==> config.mk <==
export PLATFORM = sky130hd
export DESIGN_NAME = tar_stream_deframer
export DESIGN_NICKNAME = d
export VERILOG_FILES = /design/src/rtl/tsd_pkg.sv /design/src/rtl/tsd_front.sv /design/src/rtl/tsd_queue.sv /design/src/rtl/tar_stream_deframer.sv
export SDC_FILE = /design/constraint.sdc
export NUM_CORES = 1
export LEC_CHECK = 0
export ABC_AREA = 1
export BUFFER_PORTS_ARGS = -buffer_cell sky130_fd_sc_hd__buf_2
export CAP_MARGIN = 10
export CORE_MARGIN = 3
export CORE_UTILIZATION = 45
export CTS_BUF_LIST = sky130_fd_sc_hd__clkbuf_8
export CTS_CLUSTER_SIZE = 12
export DETAILED_ROUTE_END_ITERATION = 8
export PLACE_DENSITY_LB_ADDON = 0.05
export SLEW_MARGIN = 20
export SYNTH_ARGS = -nofsm -noshare
export SYNTH_HDL_FRONTEND = slang
export SYNTH_HIERARCHICAL = 1
export SYNTH_SLANG_ARGS = --single-unit
==> constraint.sdc <==
create_clock -name clock -period 14.8 [get_ports clock]
set_input_delay 1.48 -clock clock [delete_from_list [all_inputs] [get_ports clock]]
set_output_delay 1.48 -clock clock [all_outputs]
set_load 0.05 [all_outputs]
==> src/rtl/tsd_pkg.sv <==
// Shared constants and types for the tar stream deframer.
package tsd_pkg;

   localparam int unsigned BLOCK_BYTES = 512;
   localparam int unsigned OFF_BITS    = $clog2(BLOCK_BYTES);
   localparam int unsigned SIZE_BITS   = 36;

   localparam logic [OFF_BITS-1:0] NAME_LEN   = OFF_BITS'(100);
   localparam logic [OFF_BITS-1:0] SIZE_FIRST = OFF_BITS'(124);
   localparam logic [OFF_BITS-1:0] SIZE_LAST  = OFF_BITS'(135);
   localparam logic [OFF_BITS-1:0] OFF_LAST   = OFF_BITS'(BLOCK_BYTES - 1);

   typedef enum logic [1:0] {
      KIND_NAME   = 2'd0,
      KIND_HEADER = 2'd1,
      KIND_DATA   = 2'd2,
      KIND_END    = 2'd3
   } kind_type;

   typedef struct packed {
      kind_type             kind;
      logic [7:0]           value;
      logic [SIZE_BITS-1:0] entry_size;
      logic                 last;
   } rsp_type;

endpackage

==> src/rtl/tsd_front.sv <==
// Byte classifier: tracks block position, name, size field and data/padding phases.
module tsd_front (
   input  logic             clock,
   input  logic             reset,
   input  logic             byte_valid,
   input  logic [7:0]       byte_data,
   output logic             rsp_valid,
   output tsd_pkg::rsp_type rsp_data
);

   typedef enum logic [1:0] {
      PH_HEADER = 2'd0,
      PH_DATA   = 2'd1,
      PH_PAD    = 2'd2,
      PH_END    = 2'd3
   } phase_type;

   typedef enum logic [1:0] {
      SP_SKIP   = 2'd0,
      SP_DIGITS = 2'd1,
      SP_DONE   = 2'd2
   } parse_type;

   localparam logic [tsd_pkg::SIZE_BITS-1:0] SIZE_MAX  = '1;
   localparam logic [tsd_pkg::SIZE_BITS-1:0] SHIFT_LIM = SIZE_MAX >> 3;

   phase_type                       phase_ff, phase_in;
   parse_type                       parse_ff, parse_in;
   logic [tsd_pkg::OFF_BITS-1:0]    offset_ff, offset_in;
   logic [tsd_pkg::SIZE_BITS-1:0]   accum_ff, accum_in;
   logic [tsd_pkg::SIZE_BITS-1:0]   left_ff, left_in;
   logic                            name_end_ff, name_end_in;

   logic [tsd_pkg::OFF_BITS-1:0]    offset_next;
   logic                            is_digit;
   logic [tsd_pkg::SIZE_BITS+2:0]   shifted;
   logic [tsd_pkg::SIZE_BITS-1:0]   left_dec;

   assign offset_next = offset_ff + (tsd_pkg::OFF_BITS)'(1);
   assign is_digit    = (byte_data >= 8'h30) && (byte_data <= 8'h37);
   assign shifted     = {accum_ff, 3'b000} + (tsd_pkg::SIZE_BITS+3)'(byte_data[2:0]);
   assign left_dec    = (left_ff == '0) ? '0 : left_ff - (tsd_pkg::SIZE_BITS)'(1);

   always_comb begin
      phase_in    = phase_ff;
      parse_in    = parse_ff;
      offset_in   = offset_ff;
      accum_in    = accum_ff;
      left_in     = left_ff;
      name_end_in = name_end_ff;
      rsp_valid   = 1'b0;
      rsp_data    = '{kind: tsd_pkg::KIND_NAME, value: '0, entry_size: '0, last: 1'b0};
      if (byte_valid) begin
         unique case (phase_ff)
            PH_HEADER: begin
               if (offset_ff == '0 && byte_data == 8'h00) begin
                  phase_in       = PH_END;
                  rsp_valid      = 1'b1;
                  rsp_data.kind  = tsd_pkg::KIND_END;
               end else begin
                  offset_in = offset_next;
                  if (offset_ff < tsd_pkg::NAME_LEN && !name_end_ff) begin
                     if (byte_data == 8'h00) begin
                        name_end_in = 1'b1;
                     end else begin
                        rsp_valid      = 1'b1;
                        rsp_data.value = byte_data;
                     end
                  end
                  if (offset_ff >= tsd_pkg::SIZE_FIRST && offset_ff <= tsd_pkg::SIZE_LAST &&
                      parse_ff != SP_DONE &&
                      !(parse_ff == SP_SKIP && byte_data == 8'h20)) begin
                     if (!is_digit) begin
                        parse_in = SP_DONE;
                     end else begin
                        parse_in = SP_DIGITS;
                        if (accum_ff > SHIFT_LIM ||
                            shifted > (tsd_pkg::SIZE_BITS+3)'(SIZE_MAX)) begin
                           accum_in = SIZE_MAX;
                        end else begin
                           accum_in = shifted[tsd_pkg::SIZE_BITS-1:0];
                        end
                     end
                  end
                  if (offset_ff == tsd_pkg::OFF_LAST) begin
                     rsp_valid           = 1'b1;
                     rsp_data.kind       = tsd_pkg::KIND_HEADER;
                     rsp_data.value      = '0;
                     rsp_data.entry_size = accum_ff;
                     rsp_data.last       = (accum_ff == '0);
                     left_in             = accum_ff;
                     phase_in            = (accum_ff == '0) ? PH_HEADER : PH_DATA;
                     accum_in            = '0;
                     parse_in            = SP_SKIP;
                     name_end_in         = 1'b0;
                  end
               end
            end
            PH_DATA: begin
               offset_in      = offset_next;
               left_in        = left_dec;
               rsp_valid      = 1'b1;
               rsp_data.kind  = tsd_pkg::KIND_DATA;
               rsp_data.value = byte_data;
               rsp_data.last  = (left_dec == '0);
               if (left_dec == '0) begin
                  phase_in = (offset_next == '0) ? PH_HEADER : PH_PAD;
               end
            end
            PH_PAD: begin
               offset_in = offset_next;
               if (offset_next == '0) begin
                  phase_in = PH_HEADER;
               end
            end
            PH_END: begin
               // drop every byte after archive end
            end
            default: begin
            end
         endcase
      end
   end

   always_ff @(posedge clock) begin
      if (reset) begin
         phase_ff    <= PH_HEADER;
         parse_ff    <= SP_SKIP;
         offset_ff   <= '0;
         accum_ff    <= '0;
         left_ff     <= '0;
         name_end_ff <= 1'b0;
      end else begin
         phase_ff    <= phase_in;
         parse_ff    <= parse_in;
         offset_ff   <= offset_in;
         accum_ff    <= accum_in;
         left_ff     <= left_in;
         name_end_ff <= name_end_in;
      end
   end

endmodule

==> src/rtl/tsd_queue.sv <==
// Four-entry result queue between the classifier and the result port.
module tsd_queue (
   input  logic             clock,
   input  logic             reset,
   input  logic             wr_en,
   input  tsd_pkg::rsp_type wr_data,
   input  logic             rd_en,
   output tsd_pkg::rsp_type rd_data,
   output logic             full,
   output logic             empty
);

   tsd_pkg::rsp_type entry_ff [4];
   logic [1:0]       wr_ptr_ff, wr_ptr_in;
   logic [1:0]       rd_ptr_ff, rd_ptr_in;
   logic [2:0]       count_ff, count_in;
   logic             do_wr, do_rd;

   assign full    = (count_ff == 3'd4);
   assign empty   = (count_ff == 3'd0);
   assign do_wr   = wr_en && !full;
   assign do_rd   = rd_en && !empty;
   assign rd_data = entry_ff[rd_ptr_ff];

   always_comb begin
      wr_ptr_in = wr_ptr_ff + 2'(do_wr);
      rd_ptr_in = rd_ptr_ff + 2'(do_rd);
      count_in  = count_ff + 3'(do_wr) - 3'(do_rd);
   end

   always_ff @(posedge clock) begin
      if (do_wr) begin
         entry_ff[wr_ptr_ff] <= wr_data;
      end
   end

   always_ff @(posedge clock) begin
      if (reset) begin
         wr_ptr_ff <= '0;
         rd_ptr_ff <= '0;
         count_ff  <= '0;
      end else begin
         wr_ptr_ff <= wr_ptr_in;
         rd_ptr_ff <= rd_ptr_in;
         count_ff  <= count_in;
      end
   end

endmodule

==> src/rtl/tar_stream_deframer.sv <==
// Top level of the tar stream deframer: byte classifier plus result queue.
//
// Usage: drive one archive byte per transaction on req_archive_byte with push;
// a transaction completes at a clock edge where push is high and full is low.
// Results leave as a queue: while empty is low the oldest result sits on
// rsp_kind / rsp_value / rsp_entry_size / rsp_last, and pop takes it.
// Kinds: name byte, header complete (with the octal file size), file data
// byte (last marks the final byte of a file) and archive end.
// Throughput: one byte per cycle while full is low. The classifier updates its block offset,
// octal accumulator and byte count in the same cycle it takes a byte.
// A result caused by a byte enters the queue at the edge that completes the
// transaction carrying it, so empty is low in the following cycle.
// Stall: results collect in a four-entry queue; full rises only when that
// queue holds four results, so the sender stalls only while the receiver
// has left four results untaken. Bytes that cause no result still need a
// free queue slot to be accepted.
// Reset: synchronous, active high; it empties the queue and returns the
// parser to the start of a header block.
module tar_stream_deframer (
   input  logic                          clock,
   input  logic                          reset,
   input  logic                          push,
   output logic                          full,
   input  logic [7:0]                    req_archive_byte,
   output logic                          empty,
   input  logic                          pop,
   output logic [1:0]                    rsp_kind,
   output logic [7:0]                    rsp_value,
   output logic [tsd_pkg::SIZE_BITS-1:0] rsp_entry_size,
   output logic                          rsp_last
);

   logic             accept;
   logic             res_valid;
   tsd_pkg::rsp_type res_data;
   tsd_pkg::rsp_type head;

   // advance the parser only on a completed input transaction
   assign accept = push && !full;

   tsd_front u_front (
      .clock      (clock),
      .reset      (reset),
      .byte_valid (accept),
      .byte_data  (req_archive_byte),
      .rsp_valid  (res_valid),
      .rsp_data   (res_data)
   );

   // hold results here until the receiver pops them
   tsd_queue u_queue (
      .clock   (clock),
      .reset   (reset),
      .wr_en   (res_valid),
      .wr_data (res_data),
      .rd_en   (pop),
      .rd_data (head),
      .full    (full),
      .empty   (empty)
   );

   assign rsp_kind       = head.kind;
   assign rsp_value      = head.value;
   assign rsp_entry_size = head.entry_size;
   assign rsp_last       = head.last;

endmodule

==> impl_metrics.prom, run 1 <==
# TYPE chip_impl_metric gauge
chip_impl_info{name="synth-main-ff-cell",value="sky130_fd_sc_hd__edfxtp_1"} 1
chip_impl_metric{name="height_of_the_die",unit="um"} 176
chip_impl_metric{name="diodes",unit=""} 0
chip_impl_metric{name="synth.net_count",unit=""} 1418
chip_impl_metric{name="timing_hold_violations_final",unit=""} 0
chip_impl_metric{name="clock_tree.buffer_depth",unit=""} 3
chip_impl_metric{name="wire_per_inst",unit="um"} 17.7
chip_impl_metric{name="areaGrowthSynthToFinish",unit="%"} 11.0
chip_impl_metric{name="register_area",unit="um^2"} 7510
chip_impl_metric{name="crit_fanout",unit=""} 95
chip_impl_metric{name="dpl_worst_slack",unit="ps"} 10460
chip_impl_metric{name="ctsHtreeMaxLevel",unit=""} 2
chip_impl_metric{name="overflow",unit=""} 0
chip_impl_metric{name="power.ir.vdd_worst",unit="mV"} 0.0803
chip_impl_metric{name="route.vias.total",unit=""} 9971
chip_impl_metric{name="multi_input_comb_area",unit="um^2"} 4570
chip_impl_info{name="final_cell_mix",value="sky130_fd_sc_hd__nor2_1, sky130_fd_sc_hd__edfxtp_1, sky130_fd_sc_hd__inv_1"} 1
chip_impl_metric{name="report.final.setup_viol",unit=""} 0
chip_impl_metric{name="p_leak",unit="nW"} 5.58
chip_impl_metric{name="coreArea",unit="um^2"} 28100
chip_impl_metric{name="proportion_of_synthesized_chip_area_in_sequential_cells",unit="%"} 58.0
chip_impl_metric{name="worstPathBufferInverterCount",unit=""} 3
chip_impl_metric{name="power_density",unit="nW/um^2"} 155
chip_impl_info{name="critPathLaunchType",value="flip-flop"} 1
chip_impl_info{name="outcome",value="finished clean"} 1
chip_impl_info{name="startpoint",value="u_queue/rd_ptr_ff[0]"} 1
chip_impl_metric{name="worst_skew_pair.late_latency",unit="ps"} 560
chip_impl_metric{name="numCtsBuffers",unit=""} 47
chip_impl_metric{name="finalCoreUtilization",unit="%"} 51.1
chip_impl_metric{name="vias_per_cell",unit=""} 5.36
chip_impl_metric{name="routed_wl",unit="mm"} 32.8
chip_impl_metric{name="max_cap_viol_count",unit=""} 0
chip_impl_metric{name="die-area",unit="um^2"} 30800
chip_impl_metric{name="finalWorstPathRequiredPeriod",unit="ps"} 4730
chip_impl_metric{name="grt_start_max_net_pins",unit=""} 96
chip_impl_metric{name="fmax",unit="MHz"} 211
chip_impl_metric{name="dr.pass1.iters",unit=""} 5
chip_impl_metric{name="cts_setup_buffers",unit=""} 0
chip_impl_metric{name="cts_hold_buffers",unit=""} 0
chip_impl_metric{name="grt_pass1_vias",unit=""} 9448
chip_impl_metric{name="post_synth_inst_count",unit=""} 1394
chip_impl_metric{name="fillCellCount",unit=""} 2681
chip_impl_metric{name="worst-endpoint-arrival",unit="ps"} 3250
chip_impl_metric{name="drive_above_1_share",unit="%"} 11.1
chip_impl_metric{name="fp.dieW",unit="um"} 176
chip_impl_metric{name="yosys_warnings",unit=""} 6
chip_impl_metric{name="post_synth.cell_area_avg",unit="um^2"} 9.28
chip_impl_info{name="cp_top_family",value="buffers and inverters"} 1
chip_impl_metric{name="number_of_flops_mapped_to_enable_cells_by_yosys",unit=""} 188
chip_impl_metric{name="slew_headroom",unit="%"} 35.1
chip_impl_metric{name="cts.reportedPaths.clkPinSlew",unit="ps"} 60
chip_impl_metric{name="postSynthRegisterBits",unit=""} 281
chip_impl_info{name="setup.worst_path.end_class",value="output pin"} 1
chip_impl_info{name="tritoncts",value="done"} 1
chip_impl_metric{name="tightestPinTransition",unit="ps"} 973
chip_impl_metric{name="share_of_synthesized_flip_flops_with_an_asynchronous_set_or_reset",unit="%"} 0
chip_impl_info{name="cp_slowest_cell",value="sky130_fd_sc_hd__dfxtp_2"} 1
chip_impl_metric{name="count_of_distinct_cell_types_in_the_synthesized_netlist",unit=""} 50
chip_impl_info{name="hp-class",value="flip-flop to flip-flop"} 1
chip_impl_metric{name="clock_sinks",unit=""} 281
chip_impl_info{name="path_class",value="flip-flop to output pin"} 1
chip_impl_metric{name="first_pass_grt_wire_length",unit="mm"} 52.2
chip_impl_metric{name="gr-usage-all-layers",unit="%"} 21.2
chip_impl_metric{name="initialDrtViolationCount",unit=""} 810
chip_impl_info{name="r2r_start",value="u_front/offset_ff[2]"} 1
chip_impl_metric{name="timing.critical_path.slowest_cell_delay",unit="ps"} 680
chip_impl_metric{name="worstPathRequired",unit="ps"} 13320
chip_impl_metric{name="drc_markers",unit=""} 0
chip_impl_metric{name="gp_congestion",unit=""} 0.858
chip_impl_metric{name="route.antenna.remaining_nets",unit=""} 0
chip_impl_info{name="clk_root_buffer_cell",value="sky130_fd_sc_hd__clkbuf_8"} 1
chip_impl_metric{name="mappedNetlistArea",unit="um^2"} 12900
chip_impl_metric{name="floorplan.rows",unit=""} 61
chip_impl_metric{name="numPortBuffers",unit=""} 60
chip_impl_metric{name="fin_hold_ws",unit="ps"} 479
chip_impl_info{name="rsz_0062_raised_after_global_routing",value="false"} 1
chip_impl_info{name="path_cells",value="buf_4 -> inv_4 -> o21ai_0 -> o22ai_1 -> buf_2"} 1
chip_impl_metric{name="post-layout-total-power",unit="mW"} 2.23
chip_impl_metric{name="clock_skew",unit="ps"} 12.2
chip_impl_metric{name="postLayoutSetupSlackWorst",unit="ps"} 10070
chip_impl_metric{name="initial_antenna_violation_count",unit=""} 0
chip_impl_metric{name="initial_utilization",unit="%"} 46.1
chip_impl_info{name="layout.cells.most_common",value="sky130_fd_sc_hd__nor2_1"} 1
chip_impl_metric{name="cts-resized-gates",unit=""} 0
chip_impl_metric{name="pins_over_slew_limit",unit=""} 0
chip_impl_info{name="timing.hold.worst.start",value="u_front/parse_ff[0]"} 1
chip_impl_metric{name="design.final.nets",unit=""} 1467
chip_impl_metric{name="layout_worst_path_cycle_share",unit="%"} 32.0
chip_impl_metric{name="io-pin-count",unit=""} 61
chip_impl_metric{name="dpl.hpwl",unit="mm"} 20.9
chip_impl_metric{name="timing.setup.tns",unit="ps"} 0
[synth_stat cells, types with 3 or more instances]
cell | instances | area (um^2)
sky130_fd_sc_hd__a211oi_1 | 3 | 22.5
sky130_fd_sc_hd__a21oi_1 | 49 | 245
sky130_fd_sc_hd__a221oi_1 | 23 | 201
sky130_fd_sc_hd__a31oi_1 | 3 | 18.8
sky130_fd_sc_hd__buf_1 | 5 | 18.8
sky130_fd_sc_hd__buf_2 | 22 | 110
sky130_fd_sc_hd__buf_6 | 10 | 113
sky130_fd_sc_hd__clkbuf_1 | 27 | 101
sky130_fd_sc_hd__clkbuf_2 | 4 | 20.0
sky130_fd_sc_hd__clkinv_1 | 3 | 11.3
sky130_fd_sc_hd__dfxtp_1 | 93 | 1860
sky130_fd_sc_hd__edfxtp_1 | 188 | 5650
sky130_fd_sc_hd__ha_1 | 11 | 138
sky130_fd_sc_hd__inv_1 | 122 | 458
sky130_fd_sc_hd__inv_2 | 3 | 11.3
sky130_fd_sc_hd__nand2_1 | 149 | 559
sky130_fd_sc_hd__nand2_2 | 3 | 18.8
sky130_fd_sc_hd__nand2_4 | 3 | 33.8
sky130_fd_sc_hd__nand3_1 | 90 | 450
sky130_fd_sc_hd__nand4_1 | 20 | 125
sky130_fd_sc_hd__nor2_1 | 275 | 1030
sky130_fd_sc_hd__nor2_2 | 5 | 31.3
sky130_fd_sc_hd__nor3_1 | 15 | 75.1
sky130_fd_sc_hd__nor4_1 | 5 | 31.3
sky130_fd_sc_hd__o211ai_1 | 4 | 30.0
sky130_fd_sc_hd__o21ai_0 | 122 | 611
sky130_fd_sc_hd__o21ai_1 | 31 | 155
sky130_fd_sc_hd__o21bai_1 | 3 | 22.5
sky130_fd_sc_hd__o22ai_1 | 63 | 394
sky130_fd_sc_hd__xnor2_1 | 5 | 43.8
sky130_fd_sc_hd__xor2_1 | 13 | 114
[power breakdown]
group          switching, mW  leakage (nW)  internal, mW
clock                  0.307         0.575         0.364
combinational          0.488          2.49         0.130
sequential            0.0297          2.52         0.914
total                  0.825          5.58          1.41
[area by class of cell]
class	count	area share [%]
clock buffer	53	5.08
clock inverter	35	1.43
inverter	130	3.42
multi-input combinational	912	31.8
sequential	281	52.3
tap	378	3.29
timing repair buffer	71	2.67
[state kept, by name (all words and copies together) (netlist names)]
signal	flops
u_front/phase_ff	2
u_queue/rd_ptr_ff	2
u_queue/entry_ff	188
u_front/name_end_ff	1
u_queue/wr_ptr_ff	2
u_queue/count_ff	3
u_front/offset_ff	9
u_front/accum_ff	36
u_front/left_ff	36
u_front/parse_ff	2
[final timing paths]
kind | end | slack, ps | depth (start not counted)
setup / recovery | rsp_entry_size[9] | 10070 | 5
hold / removal | u_front/parse_ff[0] | 480 | 2
setup reg to reg | u_queue/count_ff[2] | 11550 | 15
hold reg to reg | u_front/parse_ff[0] | 480 | 2
[through the flow]
| step | std cells | instance area (um^2) |
|---|---|---|
| 5_1_grt | 1860 | 14400 |
| 3_3_place_gp | 1772 | 13400 |
| 6_report | 1860 | 14400 |
| 2_1_floorplan | 1394 | 12900 |
| 4_1_cts | 1860 | 14400 |
| 3_5_place_dp | 1772 | 13400 |
[tightest hold or removal path: cells and delay by family, from the launching register on]
kind,cells,cell delay [ps]
and+or+nand+nor,1,60
AOI/OAI and AO/OA,1,60
DFF,1,310
[layer usage]
metal  part of all wire (%)  global-route usage [%]
met2                     43                    32.1
met5                      0                       0
met1                     48                    31.4
met3                    6.0                    3.72
met4                    2.3                    6.07
[cell families (layout without fill, tap and decap cells)]
group,count (synthesis),count (layout),share of synthesized area (%)
fa+ha+maj,12,12,1.22
flops,281,281,58.0
buf+inv,201,289,6.84
compound gates,307,307,13.6
simple gates,575,575,19.1
xor+xnor,18,18,1.22
Note: power is estimated with default switching activity, not from simulation.
==> run 2: changes to the inputs <==
==> constraint.sdc (replaced) <==
create_clock -name clock -period 4.9 [get_ports clock]
set_input_delay 0.49 -clock clock [delete_from_list [all_inputs] [get_ports clock]]
set_output_delay 0.49 -clock clock [all_outputs]
set_load 0.05 [all_outputs]
==> run 2 against run 1 <==
  * Count of clock-buffer cells in the layout down 3
  * Core utilization shrank 0.17 points
  * Worst hold slack worse by 220 ps
  * Critical path depth is the same
  * Register-to-register slack lost 9800 ps
  * Largest cell class unchanged
  * Highest routed layer unchanged
==> impl_metrics.prom, run 2 (synthesis results as in run 1) <==
# TYPE chip_impl_metric gauge
chip_impl_info{name="outcome",value="finished clean"} 1
chip_impl_metric{name="post-layout-total-power",unit="mW"} 6.65
chip_impl_metric{name="floorplan.rows",unit=""} 61
chip_impl_metric{name="power_density",unit="nW/um^2"} 464
chip_impl_metric{name="multi_input_comb_area",unit="um^2"} 4570
chip_impl_metric{name="largest_register_ff_count",unit=""} 188
chip_impl_metric{name="crit_fanout",unit=""} 49
chip_impl_metric{name="layout_worst_path_cycle_share",unit="%"} 67.1
chip_impl_metric{name="clock_sinks",unit=""} 281
chip_impl_info{name="setup.worst_path.end_class",value="output pin"} 1
chip_impl_metric{name="wire_per_inst",unit="um"} 17.7
chip_impl_metric{name="route.vias.total",unit=""} 9944
chip_impl_metric{name="cts.reportedPaths.clkPinSlew",unit="ps"} 60
chip_impl_metric{name="dpl.hpwl",unit="mm"} 21.0
chip_impl_metric{name="vias_per_cell",unit=""} 5.35
chip_impl_metric{name="drc_markers",unit=""} 0
chip_impl_info{name="critPathLaunchType",value="flip-flop"} 1
chip_impl_metric{name="dr.pass1.iters",unit=""} 5
chip_impl_metric{name="timing.setup.tns",unit="ps"} 0
chip_impl_metric{name="p_leak",unit="nW"} 5.52
chip_impl_info{name="biggestRegsByFlops",value="u_queue/entry_ff (188), u_front/accum_ff (36), u_front/left_ff (36)"} 1
chip_impl_metric{name="clock_tree.buffer_depth",unit=""} 3
chip_impl_metric{name="initial_utilization",unit="%"} 46.1
chip_impl_info{name="path_class",value="flip-flop to output pin"} 1
chip_impl_metric{name="cts-resized-gates",unit=""} 0
chip_impl_metric{name="cts_setup_buffers",unit=""} 0
chip_impl_metric{name="overflow",unit=""} 0
chip_impl_metric{name="cts_hold_buffers",unit=""} 0
chip_impl_info{name="clk_root_buffer_cell",value="sky130_fd_sc_hd__clkbuf_8"} 1
chip_impl_info{name="max_flop_register",value="u_queue/entry_ff"} 1
chip_impl_metric{name="fp.dieW",unit="um"} 176
chip_impl_metric{name="diodes",unit=""} 0
chip_impl_metric{name="ctsHtreeMaxLevel",unit=""} 2
chip_impl_metric{name="worstPathRequired",unit="ps"} 4410
chip_impl_metric{name="drive_above_1_share",unit="%"} 11.4
chip_impl_metric{name="initialDrtViolationCount",unit=""} 740
chip_impl_metric{name="pins_over_slew_limit",unit=""} 0
chip_impl_metric{name="slew_headroom",unit="%"} 28.8
chip_impl_metric{name="grt_start_max_net_pins",unit=""} 96
chip_impl_metric{name="height_of_the_die",unit="um"} 176
chip_impl_metric{name="timing_hold_violations_final",unit=""} 0
chip_impl_metric{name="power.ir.vdd_worst",unit="mV"} 0.328
chip_impl_metric{name="worst_skew_pair.late_latency",unit="ps"} 560
chip_impl_metric{name="initial_antenna_violation_count",unit=""} 0
chip_impl_metric{name="coreArea",unit="um^2"} 28100
chip_impl_metric{name="first_pass_grt_wire_length",unit="mm"} 51.8
chip_impl_metric{name="numPortBuffers",unit=""} 60
chip_impl_metric{name="gr-usage-all-layers",unit="%"} 21.1
chip_impl_metric{name="fmax",unit="MHz"} 304
chip_impl_metric{name="tightestPinTransition",unit="ps"} 1060
chip_impl_metric{name="fillCellCount",unit=""} 2747
chip_impl_metric{name="report.final.setup_viol",unit=""} 0
chip_impl_metric{name="numCtsBuffers",unit=""} 47
chip_impl_metric{name="design.final.nets",unit=""} 1469
chip_impl_metric{name="route.antenna.remaining_nets",unit=""} 0
chip_impl_metric{name="max_cap_viol_count",unit=""} 0
chip_impl_metric{name="register_area",unit="um^2"} 7510
chip_impl_info{name="hp-class",value="input pin to flip-flop"} 1
chip_impl_metric{name="areaGrowthSynthToFinish",unit="%"} 10.6
chip_impl_info{name="tritoncts",value="done"} 1
chip_impl_metric{name="die-area",unit="um^2"} 30800
chip_impl_info{name="rsz_0062_raised_after_global_routing",value="false"} 1
chip_impl_metric{name="grt_pass1_vias",unit=""} 9428
chip_impl_metric{name="gp_congestion",unit=""} 0.877
chip_impl_metric{name="routed_wl",unit="mm"} 32.9
chip_impl_metric{name="io-pin-count",unit=""} 61
chip_impl_info{name="layout.cells.most_common",value="sky130_fd_sc_hd__nor2_1"} 1
chip_impl_metric{name="clock_skew",unit="ps"} 15.8
chip_impl_metric{name="finalWorstPathRequiredPeriod",unit="ps"} 3290
chip_impl_info{name="final_cell_mix",value="sky130_fd_sc_hd__nor2_1, sky130_fd_sc_hd__edfxtp_1, sky130_fd_sc_hd__nand2_1"} 1
chip_impl_metric{name="worst-endpoint-arrival",unit="ps"} 2800
==> run 2: through the flow <==
stage	setup WS, ps	area (um^2)	util (%)	hold slack, ps	std cells
5_1_grt	1390	14300	51.0	258	1858
3_3_place_gp	1710	13400	47.9	458	1774
4_1_cts	1560	14300	51.0	225	1858
6_report	1610	14300	51.0	262	1858
2_1_floorplan	-489	12900	-	442	1394
3_5_place_dp	1550	13400	47.9	461	1774
==> run 2: worst paths after layout <==
path	start	to	slack [ps]	depth (start not counted)
worst max-delay path	u_queue/rd_ptr_ff[1]	rsp_entry_size[9]	1610	5
worst min-delay path	req_archive_byte[0]	u_front/accum_ff[0]	260	3
worst min register to register	u_front/accum_ff[33]	u_front/accum_ff[33]	480	2
worst max register to register	u_front/offset_ff[2]	u_queue/entry_ff[3][33]	1740	11
==> run 2: cell type report <==
class,count,share of cell area (%)
Clock buffer,50,4.81
Inverter,130,3.44
Clock inverter,34,1.28
Sequential cell,281,52.5
Timing Repair Buffer,73,2.78
Tap cell,378,3.30
Multi-Input combinational cell,912,31.9
==> run 2: report_power, final <==
part | internal (mW) | switching, mW
Combinational | 0.395 | 1.50
Clock | 1.00 | 0.923
Sequential | 2.76 | 0.0697
==> run 2: metal layers <==
layer | share of wire [%] | global-route usage (%) | vias up
li1 | - | - | 4934
met1 | 49 | 31.0 | 4742
met2 | 45 | 33.0 | 222
met3 | 4.7 | 3.16 | 46
met4 | 2.1 | 5.61 | 0
met5 | 0 | 0 | -
==> run 2: critical path, stage by stage (launching register included) <==
cell	delay [ps]
sky130_fd_sc_hd__dfxtp_1	300
sky130_fd_sc_hd__buf_4	290
sky130_fd_sc_hd__inv_2	780
sky130_fd_sc_hd__o21ai_0	210
sky130_fd_sc_hd__o22ai_1	310
sky130_fd_sc_hd__buf_2	340
==> run 3: changes to the inputs <==
==> constraint.sdc (replaced) <==
create_clock -name clock -period 2.78 [get_ports clock]
set_input_delay 0.278 -clock clock [delete_from_list [all_inputs] [get_ports clock]]
set_output_delay 0.278 -clock clock [all_outputs]
set_load 0.05 [all_outputs]
==> run 3 against run 2 <==
  * Global-route usage grew 0.96 points
  * Clock power rose by 72%
  * Largest cell class unchanged
  * Cell count grew 2.0%
  * Largest power group unchanged
  * Count of clock-buffer cells in the layout fell by 2
  * Clock skew rose by 11 ps
==> impl_metrics.prom, run 3 (synthesis results as in run 1) <==
# TYPE chip_impl_metric gauge
chip_impl_metric{name="fillCellCount",unit=""} 2701
chip_impl_metric{name="die-area",unit="um^2"} 30800
chip_impl_info{name="path_class",value="flip-flop to flip-flop"} 1
chip_impl_metric{name="max_cap_viol_count",unit=""} 0
chip_impl_info{name="final_cell_mix",value="sky130_fd_sc_hd__nor2_1, sky130_fd_sc_hd__edfxtp_1, sky130_fd_sc_hd__nand2_1"} 1
chip_impl_metric{name="power.ir.vdd_worst",unit="mV"} 0.369
chip_impl_metric{name="routed_wl",unit="mm"} 34.0
chip_impl_info{name="clk_root_buffer_cell",value="sky130_fd_sc_hd__clkbuf_8"} 1
chip_impl_metric{name="power_frac_clock",unit="%"} 28.0
chip_impl_metric{name="internal_power_of_the_cells",unit="mW"} 7.35
chip_impl_metric{name="grt_pass1_vias",unit=""} 9899
chip_impl_metric{name="pins_over_slew_limit",unit=""} 0
chip_impl_metric{name="fp.dieW",unit="um"} 176
chip_impl_metric{name="initialDrtViolationCount",unit=""} 766
chip_impl_metric{name="dpl-instance-area",unit="um^2"} 13900
chip_impl_metric{name="diodes",unit=""} 0
chip_impl_metric{name="gp_congestion",unit=""} 0.889
chip_impl_metric{name="clock_tree.buffer_depth",unit=""} 3
chip_impl_metric{name="power_density",unit="nW/um^2"} 800
chip_impl_metric{name="numPortBuffers",unit=""} 60
chip_impl_metric{name="p_leak",unit="nW"} 5.70
chip_impl_metric{name="height_of_the_die",unit="um"} 176
chip_impl_metric{name="vias_per_cell",unit=""} 5.38
chip_impl_metric{name="finalCoreUtilization",unit="%"} 52.4
chip_impl_metric{name="detail_route.wirelength.met1",unit="mm"} 16.3
chip_impl_metric{name="worstPathRequired",unit="ps"} 3200
chip_impl_metric{name="power.switching",unit="mW"} 4.43
chip_impl_metric{name="coreArea",unit="um^2"} 28100
chip_impl_metric{name="areaGrowthSynthToFinish",unit="%"} 13.8
chip_impl_info{name="setup.worst_path.end_class",value="flip-flop"} 1
chip_impl_metric{name="route.vias.total",unit=""} 10200
chip_impl_metric{name="dr_wl_met3",unit="mm"} 1.88
chip_impl_metric{name="dpl.hpwl",unit="mm"} 22.8
chip_impl_metric{name="tightestPinTransition",unit="ps"} 684
chip_impl_metric{name="register_area",unit="um^2"} 7510
chip_impl_metric{name="grt_start_max_net_pins",unit=""} 58
chip_impl_metric{name="layout_worst_path_cycle_share",unit="%"} 94.5
chip_impl_metric{name="final_area",unit="um^2"} 14700
chip_impl_metric{name="initial_antenna_violation_count",unit=""} 0
chip_impl_metric{name="floorplan.rows",unit=""} 61
chip_impl_info{name="critPathLaunchType",value="flip-flop"} 1
chip_impl_metric{name="clock_skew",unit="ps"} 26.3
chip_impl_metric{name="multi_input_comb_area",unit="um^2"} 4630
chip_impl_info{name="layout.cells.most_common",value="sky130_fd_sc_hd__nor2_1"} 1
chip_impl_metric{name="cts.reportedPaths.clkPinSlew",unit="ps"} 60
chip_impl_metric{name="design.final.nets",unit=""} 1506
chip_impl_metric{name="drc_markers",unit=""} 0
chip_impl_metric{name="route.antenna.remaining_nets",unit=""} 0
chip_impl_metric{name="io-pin-count",unit=""} 61
chip_impl_metric{name="report.final.setup_viol",unit=""} 0
chip_impl_metric{name="finalWorstPathRequiredPeriod",unit="ps"} 2630
chip_impl_info{name="max_flop_register",value="u_queue/entry_ff"} 1
chip_impl_metric{name="drive_above_1_share",unit="%"} 13.6
chip_impl_info{name="biggestRegsByFlops",value="u_queue/entry_ff (188), u_front/accum_ff (36), u_front/left_ff (36)"} 1
chip_impl_metric{name="wire_per_inst",unit="um"} 17.9
chip_impl_metric{name="power_frac_seq",unit="%"} 42.5
chip_impl_metric{name="initial_utilization",unit="%"} 46.1
chip_impl_metric{name="timing.setup.tns",unit="ps"} 0
chip_impl_metric{name="comb_power_share",unit="%"} 29.5
chip_impl_metric{name="dr.pass1.iters",unit=""} 5
chip_impl_metric{name="timing_hold_violations_final",unit=""} 0
chip_impl_metric{name="ctsHtreeMaxLevel",unit=""} 2
chip_impl_info{name="outcome",value="finished clean"} 1
chip_impl_metric{name="crit_fanout",unit=""} 4
chip_impl_metric{name="largest_register_ff_count",unit=""} 188
chip_impl_info{name="top_layer_used",value="met4"} 1
chip_impl_metric{name="numCtsBuffers",unit=""} 47
chip_impl_metric{name="clock_sinks",unit=""} 281
chip_impl_metric{name="fmax",unit="MHz"} 380
chip_impl_metric{name="overflow",unit=""} 0
chip_impl_metric{name="switching_share",unit="%"} 37.6
chip_impl_info{name="tritoncts",value="done"} 1
chip_impl_metric{name="slew_headroom",unit="%"} 53.9
chip_impl_metric{name="met2_wirelength",unit="mm"} 15.3
chip_impl_metric{name="first_pass_grt_wire_length",unit="mm"} 54.6
chip_impl_info{name="hp-class",value="input pin to flip-flop"} 1
chip_impl_metric{name="worst_skew_pair.late_latency",unit="ps"} 570
chip_impl_metric{name="gr-usage-all-layers",unit="%"} 22.1
chip_impl_metric{name="worst-endpoint-arrival",unit="ps"} 3050
run 3: final cells by class:
type / instances / area share (%)
Timing Repair Buffer: 110 / 5.27
Multi-Input combinational cell: 912 / 31.4
Sequential cell: 281 / 51.0
Inverter: 130 / 3.34
Clock buffer: 48 / 4.49
Clock inverter: 36 / 1.24
Tap cell: 378 / 3.21
run 3: critical path, stage by stage (launching register included):
cell and delay [ps]:
sky130_fd_sc_hd__dfxtp_1 330, sky130_fd_sc_hd__inv_1 90, sky130_fd_sc_hd__ha_1 140, sky130_fd_sc_hd__nand2_1 60, sky130_fd_sc_hd__nor3_1 320, sky130_fd_sc_hd__nand2_1 120
sky130_fd_sc_hd__inv_1 110, sky130_fd_sc_hd__nor2_2 40, sky130_fd_sc_hd__o21a_1 100, sky130_fd_sc_hd__o21ai_2 150, sky130_fd_sc_hd__o21ai_4 80, sky130_fd_sc_hd__nand3_1 120
sky130_fd_sc_hd__nand2_1 70, sky130_fd_sc_hd__ha_1 190, sky130_fd_sc_hd__fa_1 370, sky130_fd_sc_hd__xor2_1 160, sky130_fd_sc_hd__nor2_1 50
run 3: path summary, 6_finish.rpt:
check,startpoint,to,slack (ps),depth (start not counted)
setup / recovery,u_front/offset_ff[0],u_queue/count_ff[2],150,16
hold / removal,pop,u_queue/rd_ptr_ff[0],50,3
setup reg to reg,u_front/offset_ff[0],u_queue/count_ff[2],150,16
hold reg to reg,u_front/parse_ff[0],u_front/parse_ff[0],480,2
run 3: repair_timing:
item / in CTS / in global routing
hold buffers: 0 / 0
gates resized for setup: 0 / 2
setup endpoints to repair: 0 / 37
buffers inserted: 0 / 3
endpoints found under the hold margin: 0 / 0
run 3: routing by layer:
metal,up-vias,global-route usage (%)
met1,4872,33.0
met5,-,0
li1,5020,-
met4,0,5.18
met3,43,3.07
met2,265,34.4
run 3: power groups by stage:
stage,clock network [mW],registers [mW],logic [mW]
floorplan,0,5.05,2.66
global placement,0,5.08,3.51
detailed placement,0,5.09,3.52
CTS,3.40,5.00,3.53
global route,3.58,5.04,3.73
finish,3.30,5.00,3.48
run 3: stage by stage:
step | total power [mW] | cells | hold slack, ps | setup slack, ps
floorplan | 7.72 | 1394 | 349 | -322
global placement | 8.60 | 1808 | 451 | 140
detailed placement | 8.61 | 1808 | 466 | 103
CTS | 11.9 | 1892 | 24.7 | 95.1
global route | 12.4 | 1895 | 54.9 | -24.0
finish | 11.8 | 1895 | 49.5 | 152
